### src/hw/rtl/eth_ipv4_tcp_header_parser_assert.svh
// Assertion macros shared by the parser modules.
`ifndef ETH_IPV4_TCP_HEADER_PARSER_ASSERT_SVH
`define ETH_IPV4_TCP_HEADER_PARSER_ASSERT_SVH

`ifndef SYNTHESIS

// Check a property while out of reset.
`define EITP_ASSERT(label, clk, rst, prop) \
  label: assert property (@(posedge clk) disable iff (rst) prop) \
    else $error("assertion failed in header parser");

// Check a property on every edge, reset included.
`define EITP_ASSERT_ALWAYS(label, clk, prop) \
  label: assert property (@(posedge clk) prop) \
    else $error("assertion failed in header parser");

`else

`define EITP_ASSERT(label, clk, rst, prop)
`define EITP_ASSERT_ALWAYS(label, clk, prop)

`endif

`endif

### src/hw/rtl/eitp_pkg.sv
`timescale 1ns / 1ps

package eitp_pkg;

  localparam logic [2:0] ST_OK        = 3'd0;
  localparam logic [2:0] ST_SHORT_ETH = 3'd1;
  localparam logic [2:0] ST_NOT_IPV4  = 3'd2;
  localparam logic [2:0] ST_SHORT_IP  = 3'd3;
  localparam logic [2:0] ST_NOT_TCP   = 3'd4;

  localparam logic [15:0] ETHERTYPE_IPV4 = 16'h0800;
  localparam logic [7:0]  PROTO_TCP      = 8'd6;

  localparam int POS_TYPE_HI  = 12;
  localparam int POS_TYPE_LO  = 13;
  localparam int POS_IHL      = 14;
  localparam int POS_TOTAL_HI = 16;
  localparam int POS_TOTAL_LO = 17;
  localparam int POS_PROTO    = 23;

  localparam int ETH_HDR_BYTES = 14;
  localparam int MIN_IP_FRAME  = 34;
  localparam int TCP_CAP_BYTES = 16;

  typedef struct packed {
    logic [15:0] ether_type;
    logic [5:0]  ip_hlen;
    logic [7:0]  ip_proto;
    logic [15:0] ip_total;
    logic [31:0] ports;
    logic [63:0] seq_ack;
    logic [5:0]  tcp_hlen;
    logic [7:0]  flags;
    logic [15:0] window;
  } frame_hdr_t;

endpackage

### src/hw/rtl/eitp_in_if.sv
`timescale 1ns / 1ps

interface eitp_in_if;
  logic       valid;
  logic       ready;
  logic [7:0] data_byte;
  logic       last_byte;

  modport source (output valid, data_byte, last_byte, input ready);
  modport sink (input valid, data_byte, last_byte, output ready);
endinterface

### src/hw/rtl/eitp_out_if.sv
`timescale 1ns / 1ps

interface eitp_out_if;
  logic        valid;
  logic        ready;
  logic [2:0]  status;
  logic [15:0] source_port;
  logic [15:0] dest_port;
  logic [31:0] seq_number;
  logic [31:0] ack_number;
  logic [15:0] window_size;
  logic [7:0]  tcp_flag_bits;
  logic [15:0] payload_len;
  logic [11:0] frame_length;

  modport source (output valid, status, source_port, dest_port, seq_number, ack_number,
                  window_size, tcp_flag_bits, payload_len, frame_length, input ready);
  modport sink (input valid, status, source_port, dest_port, seq_number, ack_number,
                window_size, tcp_flag_bits, payload_len, frame_length, output ready);
endinterface

### src/hw/rtl/eitp_capture.sv
`timescale 1ns / 1ps
`include "eth_ipv4_tcp_header_parser_assert.svh"

module eitp_capture #(
  parameter int MAX_FRAME_BYTES = 2048,
  localparam int CW = $clog2(MAX_FRAME_BYTES + 1)
) (
  input  logic                    clk,
  input  logic                    rst,
  eitp_in_if.sink                 ingress,
  output logic                    fin_valid,
  input  logic                    fin_ready,
  output eitp_pkg::frame_hdr_t    fin_hdr,
  output logic [CW-1:0]           fin_len
);
  import eitp_pkg::*;

  logic          s1_valid;
  logic          s1_last;
  logic [7:0]    s1_byte;
  logic [CW-1:0] idx;
  logic [CW-1:0] idx_next;
  frame_hdr_t    hdr;
  frame_hdr_t    hdr_next;
  logic          take;
  logic [5:0]    hlen_eff;
  logic [CW-1:0] tcp_start;
  logic          in_tcp;
  logic [3:0]    k;
  logic [2:0]    j;

  always_comb begin
    hdr_next  = hdr;
    idx_next  = idx;
    hlen_eff  = hdr.ip_hlen;
    tcp_start = '0;
    in_tcp    = 1'b0;
    k         = '0;
    j         = '0;
    if (idx < CW'(MAX_FRAME_BYTES)) begin
      idx_next = idx + 1'b1;
      if (idx == CW'(POS_TYPE_HI))  hdr_next.ether_type[15:8] = s1_byte;
      if (idx == CW'(POS_TYPE_LO))  hdr_next.ether_type[7:0]  = s1_byte;
      if (idx == CW'(POS_TOTAL_HI)) hdr_next.ip_total[15:8]   = s1_byte;
      if (idx == CW'(POS_TOTAL_LO)) hdr_next.ip_total[7:0]    = s1_byte;
      if (idx == CW'(POS_PROTO))    hdr_next.ip_proto         = s1_byte;
      if (idx == CW'(POS_IHL)) begin
        hlen_eff         = {s1_byte[3:0], 2'b00};
        hdr_next.ip_hlen = hlen_eff;
      end
      tcp_start = CW'(POS_IHL) + CW'(hlen_eff);
      in_tcp    = (idx >= tcp_start) && (idx < tcp_start + CW'(TCP_CAP_BYTES));
      k         = 4'(idx - tcp_start);
      j         = 3'(k - 4'd4);
      if (in_tcp) begin
        if (k < 4'd4) begin
          hdr_next.ports[{~k[1:0], 3'b000} +: 8] = s1_byte;
        end else if (k < 4'd12) begin
          hdr_next.seq_ack[{~j, 3'b000} +: 8] = s1_byte;
        end else begin
          case (k)
            4'd12:   hdr_next.tcp_hlen     = {s1_byte[7:4], 2'b00};
            4'd13:   hdr_next.flags        = s1_byte;
            4'd14:   hdr_next.window[15:8] = s1_byte;
            default: hdr_next.window[7:0]  = s1_byte;
          endcase
        end
      end
    end
  end

  assign take          = s1_valid && (!s1_last || fin_ready);
  assign ingress.ready = !s1_valid || take;
  assign fin_valid     = s1_valid && s1_last;
  assign fin_hdr       = hdr_next;
  assign fin_len       = idx_next;

  always_ff @(posedge clk) begin
    if (rst) begin
      s1_valid <= 1'b0;
      idx      <= '0;
      hdr      <= '0;
    end else begin
      if (ingress.ready) s1_valid <= ingress.valid;
      if (take) begin
        idx <= s1_last ? '0 : idx_next;
        hdr <= s1_last ? '0 : hdr_next;
      end
    end
  end

  always_ff @(posedge clk) begin
    if (ingress.valid && ingress.ready) begin
      s1_byte <= ingress.data_byte;
      s1_last <= ingress.last_byte;
    end
  end

  `EITP_ASSERT(a_idx_saturates, clk, rst, idx <= CW'(MAX_FRAME_BYTES))
  `EITP_ASSERT(a_clear_after_last, clk, rst, (take && s1_last) |=> (idx == '0 && hdr == '0))
  `EITP_ASSERT(a_hold_stalled, clk, rst, (s1_valid && !take) |=> (s1_valid && s1_last && $stable(s1_byte)))

endmodule

### src/hw/rtl/eitp_result.sv
`timescale 1ns / 1ps
`include "eth_ipv4_tcp_header_parser_assert.svh"

module eitp_result #(
  parameter int MAX_FRAME_BYTES = 2048,
  localparam int CW = $clog2(MAX_FRAME_BYTES + 1)
) (
  input  logic                    clk,
  input  logic                    rst,
  input  logic                    fin_valid,
  output logic                    fin_ready,
  input  eitp_pkg::frame_hdr_t    fin_hdr,
  input  logic [CW-1:0]           fin_len,
  eitp_out_if.source              egress
);
  import eitp_pkg::*;

  logic [2:0]  status_c;
  logic [6:0]  hdrs;
  logic [15:0] payload_c;
  logic        ok;

  always_comb begin
    if (fin_len < CW'(ETH_HDR_BYTES)) begin
      status_c = ST_SHORT_ETH;
    end else if (fin_hdr.ether_type != ETHERTYPE_IPV4) begin
      status_c = ST_NOT_IPV4;
    end else if (fin_len < CW'(MIN_IP_FRAME)) begin
      status_c = ST_SHORT_IP;
    end else if (fin_hdr.ip_proto != PROTO_TCP ||
                 fin_len < CW'(MIN_IP_FRAME) + CW'(fin_hdr.ip_hlen)) begin
      status_c = ST_NOT_TCP;
    end else begin
      status_c = ST_OK;
    end
  end

  assign ok        = (status_c == ST_OK);
  assign hdrs      = {1'b0, fin_hdr.ip_hlen} + {1'b0, fin_hdr.tcp_hlen};
  assign payload_c = (fin_hdr.ip_total > 16'(hdrs)) ? fin_hdr.ip_total - 16'(hdrs) : '0;
  assign fin_ready = !egress.valid || egress.ready;

  always_ff @(posedge clk) begin
    if (rst) begin
      egress.valid <= 1'b0;
    end else if (fin_valid && fin_ready) begin
      egress.valid <= 1'b1;
    end else if (egress.ready) begin
      egress.valid <= 1'b0;
    end
  end

  always_ff @(posedge clk) begin
    if (fin_valid && fin_ready) begin
      egress.status        <= status_c;
      egress.source_port   <= ok ? fin_hdr.ports[31:16]   : '0;
      egress.dest_port     <= ok ? fin_hdr.ports[15:0]    : '0;
      egress.seq_number    <= ok ? fin_hdr.seq_ack[63:32] : '0;
      egress.ack_number    <= ok ? fin_hdr.seq_ack[31:0]  : '0;
      egress.window_size   <= ok ? fin_hdr.window         : '0;
      egress.tcp_flag_bits <= ok ? fin_hdr.flags          : '0;
      egress.payload_len   <= ok ? payload_c              : '0;
      egress.frame_length  <= 12'(fin_len);
    end
  end

  `EITP_ASSERT(a_fields_zero, clk, rst, (egress.valid && egress.status != ST_OK) |-> (egress.source_port == '0 && egress.dest_port == '0 && egress.seq_number == '0 && egress.ack_number == '0 && egress.window_size == '0 && egress.tcp_flag_bits == '0 && egress.payload_len == '0))
  `EITP_ASSERT_ALWAYS(a_idle_after_reset, clk, $past(rst) |-> !egress.valid)
  `EITP_ASSERT(a_load_shows, clk, rst, (fin_valid && fin_ready) |=> egress.valid)

endmodule

### src/hw/rtl/eth_ipv4_tcp_header_parser.sv
`timescale 1ns / 1ps
// Channel   Dir  Payload                                        Handshake
// ingress   in   data_byte, last_byte                           valid / ready
// egress    out  status, ports, seq, ack, window, flags,        valid / ready
//                payload_len, frame_length
//
// One byte is accepted per cycle while ingress ready is high; each byte passes through the input register.
// The last byte of a frame passes through the input register, and the frame's result is then registered at egress.
// Synchronous reset clears the byte count and all captured headers; no clearing pass.
// While a result waits on egress, bytes keep flowing until the next last byte,
// which then holds in the input register and drops ingress ready.

module eth_ipv4_tcp_header_parser #(
  parameter int MAX_FRAME_BYTES = 2048
) (
  input  logic        clk,
  input  logic        rst,
  eitp_in_if.sink     ingress,
  eitp_out_if.source  egress
);
  import eitp_pkg::*;

  localparam int CW = $clog2(MAX_FRAME_BYTES + 1);

  logic          fin_valid;
  logic          fin_ready;
  frame_hdr_t    fin_hdr;
  logic [CW-1:0] fin_len;

  eitp_capture #(
    .MAX_FRAME_BYTES(MAX_FRAME_BYTES)
  ) u_capture (
    .clk       (clk),
    .rst       (rst),
    .ingress   (ingress),
    .fin_valid (fin_valid),
    .fin_ready (fin_ready),
    .fin_hdr   (fin_hdr),
    .fin_len   (fin_len)
  );

  eitp_result #(
    .MAX_FRAME_BYTES(MAX_FRAME_BYTES)
  ) u_result (
    .clk       (clk),
    .rst       (rst),
    .fin_valid (fin_valid),
    .fin_ready (fin_ready),
    .fin_hdr   (fin_hdr),
    .fin_len   (fin_len),
    .egress    (egress)
  );

endmodule

### src/flat_wrapper.sv
// flat-port wrapper written by rule: the top's interface ports become plain ports
module eth_ipv4_tcp_header_parser_flat import eitp_pkg::*;
#(
  parameter int MAX_FRAME_BYTES = 2048
)
  (clk, rst, ingress_valid, ingress_data_byte, ingress_last_byte, ingress_ready, egress_valid, egress_status, egress_source_port, egress_dest_port, egress_seq_number, egress_ack_number, egress_window_size, egress_tcp_flag_bits, egress_payload_len, egress_frame_length, egress_ready);
  eitp_in_if ingress_i ();
  eitp_out_if egress_i ();
  input  logic clk;
  input  logic rst;
  input wire logic [$bits(ingress_i.valid)-1:0] ingress_valid;
  input wire logic [$bits(ingress_i.data_byte)-1:0] ingress_data_byte;
  input wire logic [$bits(ingress_i.last_byte)-1:0] ingress_last_byte;
  output wire logic [$bits(ingress_i.ready)-1:0] ingress_ready;
  output wire logic [$bits(egress_i.valid)-1:0] egress_valid;
  output wire logic [$bits(egress_i.status)-1:0] egress_status;
  output wire logic [$bits(egress_i.source_port)-1:0] egress_source_port;
  output wire logic [$bits(egress_i.dest_port)-1:0] egress_dest_port;
  output wire logic [$bits(egress_i.seq_number)-1:0] egress_seq_number;
  output wire logic [$bits(egress_i.ack_number)-1:0] egress_ack_number;
  output wire logic [$bits(egress_i.window_size)-1:0] egress_window_size;
  output wire logic [$bits(egress_i.tcp_flag_bits)-1:0] egress_tcp_flag_bits;
  output wire logic [$bits(egress_i.payload_len)-1:0] egress_payload_len;
  output wire logic [$bits(egress_i.frame_length)-1:0] egress_frame_length;
  input wire logic [$bits(egress_i.ready)-1:0] egress_ready;
  assign ingress_i.valid = ingress_valid;
  assign ingress_i.data_byte = ingress_data_byte;
  assign ingress_i.last_byte = ingress_last_byte;
  assign ingress_ready = ingress_i.ready;
  assign egress_valid = egress_i.valid;
  assign egress_status = egress_i.status;
  assign egress_source_port = egress_i.source_port;
  assign egress_dest_port = egress_i.dest_port;
  assign egress_seq_number = egress_i.seq_number;
  assign egress_ack_number = egress_i.ack_number;
  assign egress_window_size = egress_i.window_size;
  assign egress_tcp_flag_bits = egress_i.tcp_flag_bits;
  assign egress_payload_len = egress_i.payload_len;
  assign egress_frame_length = egress_i.frame_length;
  assign egress_i.ready = egress_ready;
  eth_ipv4_tcp_header_parser #(.MAX_FRAME_BYTES(MAX_FRAME_BYTES)) u_core (.clk(clk), .rst(rst), .ingress(ingress_i), .egress(egress_i));
endmodule
### config.mk
export PLATFORM = sky130hd
export DESIGN_NAME = eth_ipv4_tcp_header_parser_flat
export DESIGN_NICKNAME = d
export VERILOG_FILES = /design/src/hw/rtl/eitp_pkg.sv /design/src/hw/rtl/eitp_in_if.sv /design/src/hw/rtl/eitp_out_if.sv /design/src/hw/rtl/eitp_capture.sv /design/src/hw/rtl/eitp_result.sv /design/src/hw/rtl/eth_ipv4_tcp_header_parser.sv /design/src/flat_wrapper.sv
export VERILOG_INCLUDE_DIRS = /design/src /design/src/hw/rtl
export SDC_FILE = /design/constraint.sdc
export NUM_CORES = 1
export LEC_CHECK = 0
export BUFFER_PORTS_ARGS = -buffer_cell sky130_fd_sc_hd__buf_2
export CELL_PAD_IN_SITES_DETAIL_PLACEMENT = 1
export CELL_PAD_IN_SITES_GLOBAL_PLACEMENT = 1
export CORE_MARGIN = 2
export CORE_UTILIZATION = 45
export CTS_BUF_LIST = sky130_fd_sc_hd__clkbuf_2 sky130_fd_sc_hd__clkbuf_4 sky130_fd_sc_hd__clkbuf_8
export DETAILED_ROUTE_END_ITERATION = 16
export PLACE_DENSITY = 0.8
export SLEW_MARGIN = 10
export SYNTH_ARGS = -nofsm -noshare
export SYNTH_HDL_FRONTEND = slang
export SYNTH_SLANG_ARGS = --single-unit
### constraint.sdc
create_clock -name clk -period 25 [get_ports clk]
set_clock_uncertainty 0.05 [all_clocks]
set_input_delay 2.5 -clock clk [delete_from_list [all_inputs] [get_ports clk]]
set_output_delay 2.5 -clock clk [all_outputs]
set_load 0.02 [all_outputs]
Word level (Yosys, flattened, before mapping). Index checks and enable logic that the tools add are counted.

$add $sub $neg: 10. Order comparisons: 9. Equality and inequality tests: 11. Shift operators: 4. Multiplexer cells: 28. Bitwise operators: 2. Reduce and logical (&&, ||, !) cells: 16.

Operator list (count): 2-to-1 mux 172 bit (2); 2-to-1 mux 126 bit (1); 2-to-1 mux 94 bit (1); bitwise mux 64 bit (1); 2-to-1 mux 64 bit (1); 2-to-1 mux 8 bit (8); variable shift 8 x 8 -> 64 bit (first input constant) (1); variable part select 8 x 8 -> 64 bit (1); equality test 12 x 4 -> 1 bit (second input constant) (3); equality test 12 x 5 -> 1 bit (second input constant) (3); bitwise mux 32 bit (1); 2-to-1 mux 32 bit (1); variable shift 8 x 7 -> 32 bit (first input constant) (1); variable part select 8 x 7 -> 32 bit (1); 2-to-1 mux 30 bit (1); 2-to-1 mux 12 bit (2); 2-to-1 mux 6 bit (3); > comparator 16 x 7 -> 1 bit (1); inequality test 16 x 12 -> 1 bit (second input constant) (1); subtractor 16 x 7 -> 16 bit (1); adder 12 x 1 -> 12 bit (second input constant) (1); equality test 4 bit (second input constant) (3); >= comparator 12 x 7 -> 1 bit (1); < comparator 12 bit (second input constant) (1); 26 further kinds (39).

Flip-flop bits (word level): 346. Output and inout bits: 153.

Depth between registers and ports, before layout.
Depth after elaboration: 23. Gate-level depth with buffers: 33.

Cells and area by module. A second synthesis with hierarchy kept.

Cell total of the unflattened synthesis: 1478. Area total of the unflattened synthesis: 16492.1 um^2.

By module, submodules not included: eitp_capture (times used 1, cells each 1037, area each 9928.3 um^2, sequential area each 3973.8 um^2); eitp_result (times used 1, cells each 441, area each 6563.8 um^2, sequential area each 4554.4 um^2).

Worst setup path before layout. OpenSTA, ideal clock, no wires.

Kind: input-to-reg. From: input egress_ready. To: register u_core.u_result.egress.ack_number[0], enable pin. Setup time: 0.663 ns. Arrival time: 8.861 ns. Data required time: 24.287 ns. Slack: 15.425 ns. Cell stages on the path: 2. Cell sequence: nor2b_1 -> nor2_1.

Longest elaborated chain between the ends: 2.

RTL lines: start: declaration (RTL line flat_wrapper.sv:25) `input wire logic [$bits(egress_i.ready)-1:0] egress_ready;`; logical OR 1 bit (RTL line eitp_result.sv:41) `assign fin_ready = !egress.valid || egress.ready;`; logical AND 1 bit (RTL line eitp_result.sv:54) `if (fin_valid && fin_ready) begin`; end signal: assignment (RTL line eitp_result.sv:59) `egress.ack_number <= ok ? fin_hdr.seq_ack[31:0] : '0;`; end: declaration (RTL line eitp_out_if.sv:16) `modport source (output valid, status, source_port, dest_port, seq_number, ack_number,`.

No other way between the ends. A chain may end at the register's enable or synchronous reset.

Worst setup path in the final report.
From: register u_core.u_capture.idx[11]. To: register u_core.u_result.egress.payload_len[6] in the netlist's numbering, data pin.

Longest elaborated chain between the ends: 14.

RTL lines: start: declaration (RTL line eitp_capture.sv:21) `logic [CW-1:0] idx;`; start signal: assignment (RTL line eitp_capture.sv:86) `idx <= s1_last ? '0 : idx_next;`; branches (longest 14 deep; another with > comparator 16 x 7 -> 1 bit); end signal: assignment (RTL line eitp_result.sv:62) `egress.payload_len <= ok ? payload_c : '0;`; end: declaration (RTL line eitp_out_if.sv:17) `window_size, tcp_flag_bits, payload_len, frame_length, input ready);`.

Several ways; the timed one is not identified. The select of a mux whose other input is x is not followed.

==> results.rst <==
.. list-table::
   :header-rows: 1

   * - Metric
     - Value
   * - Run status
     - finished, final reports clean
   * - Proportion of register bits with asynchronous set or reset after synthesis
     - 0%
   * - Number of diodes added for antenna fixing
     - 0
   * - Capturing point of the worst reg2reg path
     - u_core.u_result.egress.payload_len[6]$_SDFFCE_PN0P_
   * - Total of warnings raised by yosys
     - 0
   * - Maximum cell stage delay along the critical path
     - ~780 ps
   * - Total internal power
     - approximately 960 uW
   * - Total power
     - around 1.3 mW
   * - Cell with the most instances after synthesis
     - nand2_1
   * - Fraction of layout instances using a drive strength above 1
     - a little under a fifth
   * - Y dimension of the die
     - 197 um
   * - Count of hold buffers inserted by post-cts repair
     - 0
   * - Area of the core
     - roughly 37,000 um^2
   * - Largest net degree at the start of global routing
     - 86
   * - H-tree depth
     - 2
   * - HPWL reported at the end of detailed placement
     - about 33 mm
   * - Count of boundary I/O pins
     - 166
   * - DRC errors left
     - 0
   * - Post-Syn Nets
     - ~1,800
   * - Leading register cell type out of synthesis
     - dfxtp_1
   * - Floorplan die width
     - 197 um
   * - Startpoint of the tightest hold check path
     - u_core.u_capture.hdr[34]$_SDFFE_PP0P_
   * - Fin Setup TNS
     - 0 ps
   * - Resized Gates After CTS
     - 0
   * - Inserted Clock Buffers
     - approximately 60
   * - Worst hold path depth
     - 2
   * - Number of cells on the worst reg-to-reg path
     - 24
   * - # clock sinks
     - roughly 350
   * - Antenna Nets Post-Route
     - 0
   * - Number of synthesized flops with an enable pin
     - 160
   * - Most numerous cell on the critical path
     - o21ai_0
   * - Type of the worst setup path
     - flop to flop
   * - Cell breakdown of the critical path
     - nor4_4 > and4_1 > nand2_1 > nand2_1 > o21ai_0 > xor2_1 > ha_1 > o21a_1 > o21ai_0 > a21oi_1 > nand2b_1 > nor4_4 > nor2b_1 > ha_1 > inv_1 > fa_1 > fa_1 > a21o_1 > a21oi_1 > o21ai_0 > a211o_1 > a2111o_1 > nand4b_2 > a221oi_1
   * - Initial Util
     - between 40% and 50%
   * - Endpoint type of the worst setup path
     - flop
   * - Launch point of the worst reg-to-reg path
     - u_core.u_capture.idx[11]$_SDFFE_PP0P_
   * - Fin crit share
     - a little under a third
   * - Critical Path Source Type
     - flop
   * - Buffers on Ports
     - 165
   * - Distinct cells, synth
     - 84
   * - Slew at the pin with the worst max-slew slack
     - around 1200 ps
   * - Number of vias after detailed routing
     - 14,028
   * - Number of synthesized register bits
     - roughly 350
   * - RSZ-0062 raised after global routing
     - false
   * - Critical path data arrival time
     - between 8000 and 9000 ps
   * - Largest area contributor in the synthesized netlist
     - edfxtp_1
   * - Wire length of the first global-routing pass
     - 80.4 mm
   * - Skew-Pair Late Insertion Delay
     - ~660 ps
   * - Average instance area after synthesis
     - 9.70 um^2
   * - Cell with the biggest individual delay on the critical path
     - nor4_4
   * - Via count of the first global-routing pass
     - ~14,000
   * - Share of the synthesized area in the top cell type
     - between 20% and 30%
   * - Max Cap Viol
     - 0
   * - Proportion of total power due to net switching
     - about a quarter
   * - All-layer global routing usage
     - between 20% and 30%
   * - Fraction of power consumed by combinational cells
     - under 10%
   * - Fillers
     - 4,172
   * - Cell Rows
     - 70
   * - Reported leakage power
     - about 6.5 nW
   * - Post-layout net count
     - 1,904
   * - Worst ir drop on vdd
     - ~0.045 mV
   * - Number of antenna violations at the first check in global routing
     - 0
   * - Clock tree from TritonCTS
     - built
   * - GPL Wtd Cong
     - approximately 0.86
   * - Sequential area share after synthesis
     - between 50% and 60%
   * - Hold EP
     - u_core.u_capture.hdr[34]$_SDFFE_PP0P_
   * - Data required time at the worst endpoint
     - around 25,000 ps
   * - Cell area after technology mapping
     - approximately 17,000 um^2
   * - DR WL/cell
     - approximately 22 um
   * - Power Density
     - roughly 66 nW/um^2
   * - Via-to-Cell Ratio
     - 5.93
   * - Total routed wirelength
     - a little over 50 mm
   * - CTS root buf
     - clkbuf_8
   * - Worst min path class
     - flop to flop
   * - Hold violation count in the final report
     - 0
   * - Number of design-rule violations left by the first detailed-router iteration
     - between 900 and 1,000
   * - Reg2reg setup slack
     - around 17,000 ps
   * - Number of buffers added for setup after CTS
     - 0
   * - Maximum frequency from static timing analysis
     - between 100 and 150 MHz
   * - CTS Buffer Depth
     - 3
   * - Seq pwr share
     - between 40 and 50%
   * - Highest fanout seen on the critical path
     - 18
   * - Max-slew violation total from the final report
     - 0
   * - Iteration count of the initial detailed-routing pass
     - 5
   * - Synthesized instance count
     - 1,725
   * - Synth-to-layout area growth
     - 15.0%
   * - Clk pwr share
     - a little under half
   * - Global route total overflow
     - 0
   * - Final Critical Period
     - just under 8000 ps
   * - Tightest slew margin relative to the limit
     - a little under a fifth
   * - Area used by sequential logic in the layout
     - approximately 8500 um^2
   * - Top post-synthesis cells by count
     - nand2_1, dfxtp_1, nor2_1, edfxtp_1, nand3_1
   * - Die footprint
     - about 39,000 um^2
   * - Switching pwr
     - roughly 300 uW
   * - CTS clk-pin slew, worst paths
     - 60 ps
   * - # setup viols final
     - 0
   * - Area of the multi-input gates
     - between 7000 and 8000 um^2
   * - Main area contributors after synthesis
     - edfxtp_1, dfxtp_1, nand2_1
[cell type report]
class | count | area share (%)
timing repair buffer | 199 | 5.61
sequential | 346 | 44.3
clock inverter | 24 | 1.44
inverter | 42 | 0.819
tap | 468 | 3.04
clock buffer | 88 | 5.77
multi-input combinational | 1200 | 39.0
[worst max-delay path, delay by kind of cell (launching register included)]
family	cells	cell delay (ps)
buf+inv	1	70
xor+xnor	1	180
simple gates	8	3380
compound gates	10	2080
fa+ha+maj	4	1430
flops	1	420
[sequential cells by signal (all words and copies together), names as in the netlist, 12 cells and up]
signal / cells
u_core.u_result.egress.frame_length: 12
u_core.u_capture.hdr: 172
u_core.u_result.egress.ack_number: 32
u_core.u_result.egress.window_size: 16
u_core.u_capture.idx: 12
u_core.u_result.egress.seq_number: 32
u_core.u_result.egress.payload_len: 16
u_core.u_result.egress.dest_port: 16
u_core.u_result.egress.source_port: 16
[per-stage QoR]
step | worst slack (ps) | hold slack, ps | area, um^2 | std cells | utilization (%)
6_report | 17100 | 413 | 19300 | 2367 | 52.6
5_1_grt | 16510 | 421 | 19300 | 2367 | 52.6
4_1_cts | 17070 | 402 | 19300 | 2367 | 52.6
3_5_place_dp | 17140 | 392 | 17900 | 2255 | 48.8
3_3_place_gp | 17390 | 392 | 17900 | 2255 | 48.8
2_1_floorplan | 15430 | 371 | 16700 | 1725 | -
[power groups by stage]
| stage | registers [mW] | clock network (mW) | logic (mW) |
|---|---|---|---|
| 6_report | 0.603 | 0.591 | 0.0677 |
| 3_3_place_gp | 0.615 | 0 | 0.0661 |
| 3_5_place_dp | 0.615 | 0 | 0.0670 |
| 2_1_floorplan | 0.629 | 0 | 0.0277 |
| 4_1_cts | 0.603 | 0.602 | 0.0672 |
| 5_1_grt | 0.604 | 0.627 | 0.0717 |
[worst max path at each step]
| stage | end | cells after the start | startpoint |
|---|---|---|---|
| after global placement | u_core.u_result.egress.payload_len[6]$_SDFFCE_PN0P_ | 23 | u_core.u_capture.idx[11]$_SDFFE_PP0P_ |
| final | u_core.u_result.egress.payload_len[6]$_SDFFCE_PN0P_ | 24 | u_core.u_capture.idx[11]$_SDFFE_PP0P_ |
| after CTS | u_core.u_result.egress.payload_len[6]$_SDFFCE_PN0P_ | 24 | u_core.u_capture.idx[11]$_SDFFE_PP0P_ |
| after global routing | u_core.u_result.egress.payload_len[6]$_SDFFCE_PN0P_ | 25 | u_core.u_capture.idx[11]$_SDFFE_PP0P_ |
| after detailed placement | u_core.u_result.egress.payload_len[6]$_SDFFCE_PN0P_ | 24 | u_core.u_capture.idx[11]$_SDFFE_PP0P_ |
| after floorplan | u_core.u_result.egress.ack_number[0]$_SDFFCE_PN0P_ | 2 | egress_ready |
[cell families (layout without fill, tap and decap cells)]
group | count (synthesis) | after routing | synth area share, %
muxes | 65 | 65 | 3.97
xor gates and xnor gates | 41 | 41 | 2.23
buffers and inverters | 179 | 353 | 4.46
adders and majority gates | 43 | 43 | 3.35
DFF | 346 | 346 | 50.9
AOI/OAI and AO/OA | 350 | 350 | 14.3
other | 1 | 1 | 0.0224
and+or+nand+nor | 700 | 700 | 20.7
[cells in the final DEF, fill, tap and decap left out, types with 47 or more instances in the layout]
| cell type | instances |
|---|---|
| a21oi_1 | 113 |
| a22oi_1 | 47 |
| buf_2 | 165 |
| clkbuf_8 | 72 |
| dfxtp_1 | 186 |
| edfxtp_1 | 160 |
| mux2i_1 | 54 |
| nand2_1 | 204 |
| nand3_1 | 145 |
| nor2_1 | 165 |
[per-layer routing]
layer | track usage (%) | vias to the layer above | share of wire (%)
met1 | 35.9 | 7056 | 45
met2 | 42.4 | 402 | 47
met3 | 3.97 | 92 | 5.6
li1 | - | 6478 | -
met4 | 9.11 | 0 | 2.7
met5 | 0 | - | 0
Power figures use the tool's default switching activity.
